==> src/rtl/bbgp_pkg.sv <==
`timescale 1ns / 1ps
package bbgp_pkg;

	localparam int POS_W  = 18;
	localparam int LEN_W  = 17;
	localparam int FB_W   = 15;
	localparam int RATE_W = 16;
	localparam int EFF_W  = 3;
	localparam int GAIN_W = 15;

	localparam logic [EFF_W-1:0] EFF_BYPASS  = 3'd0;
	localparam logic [EFF_W-1:0] EFF_STUTTER = 3'd1;
	localparam logic [EFF_W-1:0] EFF_REVERSE = 3'd2;
	localparam logic [EFF_W-1:0] EFF_STRETCH = 3'd3;
	localparam logic [EFF_W-1:0] EFF_GATE    = 3'd4;
	localparam logic [EFF_W-1:0] EFF_ECHO    = 3'd5;

	localparam logic [2:0] REG_STEP_LENGTH   = 3'd0;
	localparam logic [2:0] REG_STUTTER_LOOP  = 3'd1;
	localparam logic [2:0] REG_GATE_CHOP     = 3'd2;
	localparam logic [2:0] REG_GATE_DUTY     = 3'd3;
	localparam logic [2:0] REG_ECHO_DELAY    = 3'd4;
	localparam logic [2:0] REG_ECHO_FEEDBACK = 3'd5;
	localparam logic [2:0] REG_STRETCH_RATE  = 3'd6;

	localparam logic [LEN_W-1:0]  RST_STEP_LENGTH   = 17'd24000;
	localparam logic [LEN_W-1:0]  RST_STUTTER_LOOP  = 17'd12000;
	localparam logic [LEN_W-1:0]  RST_GATE_CHOP     = 17'd1500;
	localparam logic [LEN_W-1:0]  RST_GATE_DUTY     = 17'd750;
	localparam logic [LEN_W-1:0]  RST_ECHO_DELAY    = 17'd6000;
	localparam logic [FB_W-1:0]   RST_ECHO_FEEDBACK = 15'd19661;
	localparam logic [RATE_W-1:0] RST_STRETCH_RATE  = 16'd26214;

	// 0.65 and 0.55 in unsigned Q0.15
	localparam logic [GAIN_W-1:0] GAIN_DRY = 15'd21299;
	localparam logic [GAIN_W-1:0] GAIN_WET = 15'd18022;

	typedef struct packed {
		logic [LEN_W-1:0]  step_length;
		logic [LEN_W-1:0]  stutter_loop;
		logic [LEN_W-1:0]  gate_chop;
		logic [LEN_W-1:0]  gate_duty;
		logic [LEN_W-1:0]  echo_delay;
		logic [FB_W-1:0]   echo_feedback;
		logic [RATE_W-1:0] stretch_rate;
	} cfg_t;

	typedef struct packed {
		logic accept;
		logic prep;
		logic div_start;
		logic rd_sel;
		logic cap0;
		logic cap1;
		logic mul_en;
		logic out_load;
	} cmd_t;

	typedef struct packed {
		logic need_div;
		logic div_done;
	} sts_t;

endpackage

==> src/rtl/bbgp_ctrl.sv <==
`timescale 1ns / 1ps
module bbgp_ctrl (
	input  logic           clk,
	input  logic           arst_n,
	input  logic           s_tvalid,
	output logic           s_tready,
	output logic           m_tvalid,
	input  logic           m_tready,
	output bbgp_pkg::cmd_t cmd,
	input  bbgp_pkg::sts_t sts
);
	localparam logic [2:0] ST_IDLE = 3'd0;
	localparam logic [2:0] ST_PREP = 3'd1;
	localparam logic [2:0] ST_DIV  = 3'd2;
	localparam logic [2:0] ST_RD0  = 3'd3;
	localparam logic [2:0] ST_RD1  = 3'd4;
	localparam logic [2:0] ST_RD2  = 3'd5;
	localparam logic [2:0] ST_MUL  = 3'd6;
	localparam logic [2:0] ST_FIN  = 3'd7;

	logic [2:0] state_q, state_d;
	logic       ovalid_q;

	assign s_tready = (state_q == ST_IDLE);
	assign m_tvalid = ovalid_q;

	always_comb begin
		cmd       = '0;
		state_d   = state_q;
		cmd.accept = s_tvalid && (state_q == ST_IDLE);
		case (state_q)
			ST_IDLE: begin
				if (s_tvalid)
					state_d = ST_PREP;
			end
			ST_PREP: begin
				cmd.prep      = 1'b1;
				cmd.div_start = sts.need_div;
				state_d       = sts.need_div ? ST_DIV : ST_RD0;
			end
			ST_DIV: begin
				if (sts.div_done)
					state_d = ST_RD0;
			end
			ST_RD0: begin
				state_d = ST_RD1;
			end
			ST_RD1: begin
				cmd.rd_sel = 1'b1;
				cmd.cap0   = 1'b1;
				state_d    = ST_RD2;
			end
			ST_RD2: begin
				cmd.cap1 = 1'b1;
				state_d  = ST_MUL;
			end
			ST_MUL: begin
				cmd.mul_en = 1'b1;
				state_d    = ST_FIN;
			end
			ST_FIN: begin
				if (!ovalid_q || m_tready) begin
					cmd.out_load = 1'b1;
					state_d      = ST_IDLE;
				end
			end
			default: state_d = ST_IDLE;
		endcase
	end

	always_ff @(posedge clk or negedge arst_n) begin
		if (!arst_n) begin
			state_q  <= ST_IDLE;
			ovalid_q <= 1'b0;
		end else begin
			state_q <= state_d;
			if (cmd.out_load)
				ovalid_q <= 1'b1;
			else if (m_tready)
				ovalid_q <= 1'b0;
		end
	end

`ifndef NO_ASSERTIONS
	a_load_free: assert property (@(posedge clk) disable iff (!arst_n)
		cmd.out_load |-> (!ovalid_q || m_tready))
		else $error("result overwrites an untaken result");
	a_accept_prep: assert property (@(posedge clk) disable iff (!arst_n)
		cmd.accept |=> (state_q == ST_PREP))
		else $error("accepted sample not started");
	a_div_clear: assert property (@(posedge clk) disable iff (!arst_n)
		cmd.div_start |=> !sts.div_done)
		else $error("divider done flag stale after start");
	a_div_need: assert property (@(posedge clk) disable iff (!arst_n)
		(state_q == ST_DIV) |-> sts.need_div)
		else $error("divider wait without a modulo effect");
`endif

endmodule

==> config.mk <==
export PLATFORM = sky130hd
export DESIGN_NAME = bbgp_ctrl
export DESIGN_NICKNAME = d
export VERILOG_FILES = /design/src/rtl/bbgp_pkg.sv /design/src/rtl/bbgp_ctrl.sv
export SDC_FILE = /design/constraint.sdc
export NUM_CORES = 1
export LEC_CHECK = 0
export ABC_AREA = 1
export BUFFER_PORTS_ARGS = -buffer_cell sky130_fd_sc_hd__buf_2
export CAP_MARGIN = 10
export CORE_MARGIN = 8
export CORE_UTILIZATION = 30
export CTS_CLUSTER_SIZE = 14
export DETAILED_ROUTE_END_ITERATION = 12
export SYNTH_ARGS = -nofsm -noshare
export SYNTH_HDL_FRONTEND = slang
export SYNTH_SLANG_ARGS = --single-unit
==> constraint.sdc <==
create_clock -name clk -period 1.15 [get_ports clk]
set_input_delay 0.0575 -clock clk [delete_from_list [all_inputs] [get_ports clk]]
set_output_delay 0.0575 -clock clk [all_outputs]
set_load 0.01 [all_outputs]
; After elaboration in Yosys (flattened, before gate mapping)
; Index checks and enable logic that the tools add are counted.
[totals]
ff_bits = 4
latchBits = 0
word_cells = 31
n_memories = 0
ram_bits = 0
inputBits = 6
rom_bits = 0
[classes]
n_shift = 0
bitwise = 0
muxes = 13
eq_ne = 10
n_reduce_logical = 6
n_div = 0
order_cmp = 0
n_addsub = 0
multipliers = 0
[ops]
columns = op, count
row1 = 3-bit one-hot mux with 8 select lines, 1
row2 = 3-bit == test (second input constant), 4
row3 = 3-bit two-way mux, 3
row4 = 1-bit two-way mux, 7
row5 = 3-bit by 2-bit == test with 1-bit output (second input constant), 2
row6 = 2-bit inequality test (second input constant), 3
row7 = 2-bit two-way mux, 2
row8 = 3-bit by 1-bit == test with 1-bit output (second input constant), 1
row9 = 3-bit zero test, 1
row10 = 3-bit AND reduction, 1
row11 = 2-bit nonzero test, 1
row12 = 1-bit logical AND, 1
row13 = 1-bit zero test, 1
row14 = 1-bit logical OR, 1

; Longest topological paths before layout
[depth]
word_depth = 5
mapped_depth = 9
depth_no_buf = 9

; Least setup slack after synthesis
; No wires, ideal clock.
[synth_timing]
kind = flip-flop to flip-flop
startpoint = register state_q[0]
endpoint = register state_q[1]
period_less_slack_ps = 1203
path_stages_with_launch = 10
path_buffers = 0
setup_ps = 121
arrival_ps = 1082
required_time_ps = 1029
slack_ps = -53
path_cell_list = dfrtp_1 > inv_1 > ha_1 > inv_1 > nor2_4 > nand2_1 > nand2_2 > nor2_2 > nand2_1 > o21ai_1
[synth_between]
elab_chain_len = 3
word_cells_on_any_way = 13
[synth_lines]
columns = item, line_no
row1 = "start, declared", bbgp_ctrl.sv:21  ; logic [2:0] state_q, state_d;
row2 = "start signal, assigned", bbgp_ctrl.sv:76  ; state_q <= state_d;
row3 = 3-bit zero test (*), -
row4 = net s_tready, bbgp_ctrl.sv:6  ; output logic s_tready,
row5 = 2-bit inequality test (no line), -
row6 = 3-bit AND reduction (no line), -
; The timed path passes the listed nets; every way through them passes the cells marked *.
; A chain may end at the register's enable or synchronous reset.

==> metrics.md <==
| Metric | Value |
|---|---|
| WL per Instance | 10.6 µm |
| Die area | between 2000 and 3000 µm² |
| Ys Warns | 0 |
| Setup TNS Final | -1760 ps |
| Max Fclk | approximately 740 MHz |
| Initial antenna violation count | 0 |
| CTS tree | yes |
| Critical Path AT | between 1000 and 1500 ps |
| Fin cells | between 100 and 150 |
| Max rail drop VDD | approximately 1.4 mV |
| First-pass GRT wire length | ~1700 µm |
| Tmin final | 1350 ps |
| Setup violations, final | 12 |
| DP Area | slightly above 500 µm² |
| Routed WL | around 1100 µm |
| HP Class | primary input to flop |
| Antenna cell count | 0 |
| Mapped Cells | between 50 and 60 |
| Number of top-level pins | 16 |
| Tightest Pin Transition | between 200 and 250 ps |
| Largest net degree at the start of global routing | 10 |
| Row count | 13 |
| Average cell area after synthesis | 6.82 µm² |
| Detailed Place HPWL | approximately 760 µm |
| Final worst slack | -198 ps |
| Worst flop-to-flop path endpoint | state_q[0] |
| Maxcap violations | 0 |
| Yosys reg bits | 4 |
| Core region area | 1270 µm² |
| Outcome | complete, but fails checks |
| Initial Utilization | 0.312 |
| I/O Buffers | 15 |
| Place WS | -107 ps |
| Placed cell count | just over 90 |
| GRT Total Usage | 0.0817 |
| H-tree Lvls | 1 |
| Sink Count | 4 |
| Fin. Hold Viols | 0 |
| Commonest non-fill, non-tap cell in the layout | buf_6 |
| Vias per cell | 4.39 |
| Grt ovf | 0 |
| Sequential share of the synthesized area | 0.253 |
| Die H | 52.3 µm |
| DR vias | roughly 450 |
| Area growth from synthesis to layout | 102% |
| Unrepaired setup endpoints after global routing | yes |
| Ratio of cells with drive above 1 in the final layout | 0.759 |
| Reg2reg start | state_q[1] |
| Width of the chip | ~52 µm |
| Path depth of the worst reg2reg path | 9 |
| Worst slew margin | 0.842 |
| Clock transition at the registers of the reported paths | roughly 40 ps |
| Final #Nets | 99 |
| CP Capture Type | output pin |
| Pwr/cell area | around 2900 nW/µm² |
| Worst R2R Setup Slack | -150 ps |
| Clk_lat worst skew | around 240 ps |
| Clock root buffer master | clkbuf_4 |
| Num CTS Buffers | 3 |
| Most frequent cells in the layout | buf_6 (12), buf_2 (10), nand2_1 (9), nand2_4 (7), inv_2 (7) |
| Critical Path Source | state_q[1] |
| Finished Cell Area | approximately 800 µm² |
| Setup crit end | cmd[1] |
| Failing checks | setup timing |
| Worst setup SP type | flop |
| Worst-path fanout max | 3 |
| Final Skew | 5.51 ps |
| Detail Route Antenna Nets | 0 |
| CP Class | flop to output pin |
| Drt pass-1 iters | 4 |
| Critical Path RT | roughly 1100 ps |
| Final Slew Violations | 0 |
| Vias in the first global route | ~440 |
| Residual DRC | 0 |
| 1st-iter DRT viols | 6 |
| Final period utilization | 1.17 |
| Routability cong. | slightly below 0.8 |
| Post-synth cell types | 18 |
| Mapped cell area | approximately 400 µm² |
| Leak Pwr | between 0.4 and 0.5 nW |
| Syn Nets | 68 |
| Clk buf depth | 2 |
## synth_stat cells
cell / instances / area, µm²
nand2_1: 15 / 56.3
inv_1: 11 / 41.3
nor2_1: 5 / 18.8
dfrtp_1: 4 / 100
ha_1: 4 / 50.1
inv_2: 3 / 11.3
nand2_2: 2 / 12.5
nand2_4: 2 / 22.5
nor2_2: 2 / 12.5
o21ai_0: 2 / 10.0
a21oi_1: 1 / 5.00
buf_4: 1 / 7.51
buf_6: 1 / 11.3
nand3_1: 1 / 5.00
nor2_4: 1 / 11.3
nor3_1: 1 / 5.00
nor3_2: 1 / 10.0
o21ai_1: 1 / 5.00
## per-layer routing
metal / routed length (µm) / up-vias / GRT usage / part of all wire
met3: 57 / 0 / 0.0341 / 0.053
met5: 0 / - / 0 / 0
met2: 601 / 17 / 0.146 / 0.55
met4: 0 / 0 / 0.0517 / 0
li1: - / 228 / - / -
met1: 423 / 203 / 0.0737 / 0.39
## through the flow
step                       util  total power, W  hold slack [ps]
after CTS                 0.565         0.00193             42.2
after global placement    0.404         0.00125             -133
after detailed placement  0.404         0.00126             -137
after global routing      0.629         0.00248             45.0
after floorplan               -        0.000994             -238
final                     0.629         0.00228             50.0
## worst max-delay path, stage by stage, from the launching register on
cell,delay (ps)
dfrtp_2,440
buf_6,140
ha_4,170
nand2_4,90
buf_6,90
inv_2,30
buf_6,100
## cells by family after synthesis
kind of cell,share of synthesized area
AND/OR/NAND/NOR,0.389
flip-flops,0.253
buffers and inverters,0.180
adder cells (fa/ha/maj),0.127
AO/OA/AOI/OAI,0.0506
## flip-flops by register name (all words and copies together) (netlist names)
signal and count:
m_tvalid 1, state_q 3
## layout make-up
class	instances	area, µm²
well taps	15	18.8
clock buffers	3	22.5
inverters	14	62.6
repair buffers	28	245
multi-input cells	38	343
flip-flops and latches	4	106
fillers	90	470
## worst min-delay path by stage
stage / start / endpoint / slack [ps] / cells past startpoint
2_1_floorplan: arst_n / m_tvalid / -240 / 0
4_1_cts: m_tready / m_tvalid / 40 / 2
5_1_grt: m_tready / m_tvalid / 40 / 2
3_3_place_gp: arst_n / m_tvalid / -130 / 1
6_report: m_tready / m_tvalid / 50 / 2
3_5_place_dp: arst_n / m_tvalid / -140 / 1
## power breakdown
| group | switching (W) | internal [W] | total [W] |
|---|---|---|---|
| logic | 0.000795 | 0.000900 | 0.00169 |
| registers | 0.000177 | 0.000236 | 0.000413 |
| clock network | 0.0000556 | 0.000117 | 0.000172 |
## repair_timing
action	in CTS	in global routing
resized for setup	32	18
setup endpoints to repair	12	12
setup buffers	5	2
hold buffers	1	0
endpoints found under the hold margin	4	0
pin swaps	6	8
Note: power is estimated with default switching activity, not from simulation.
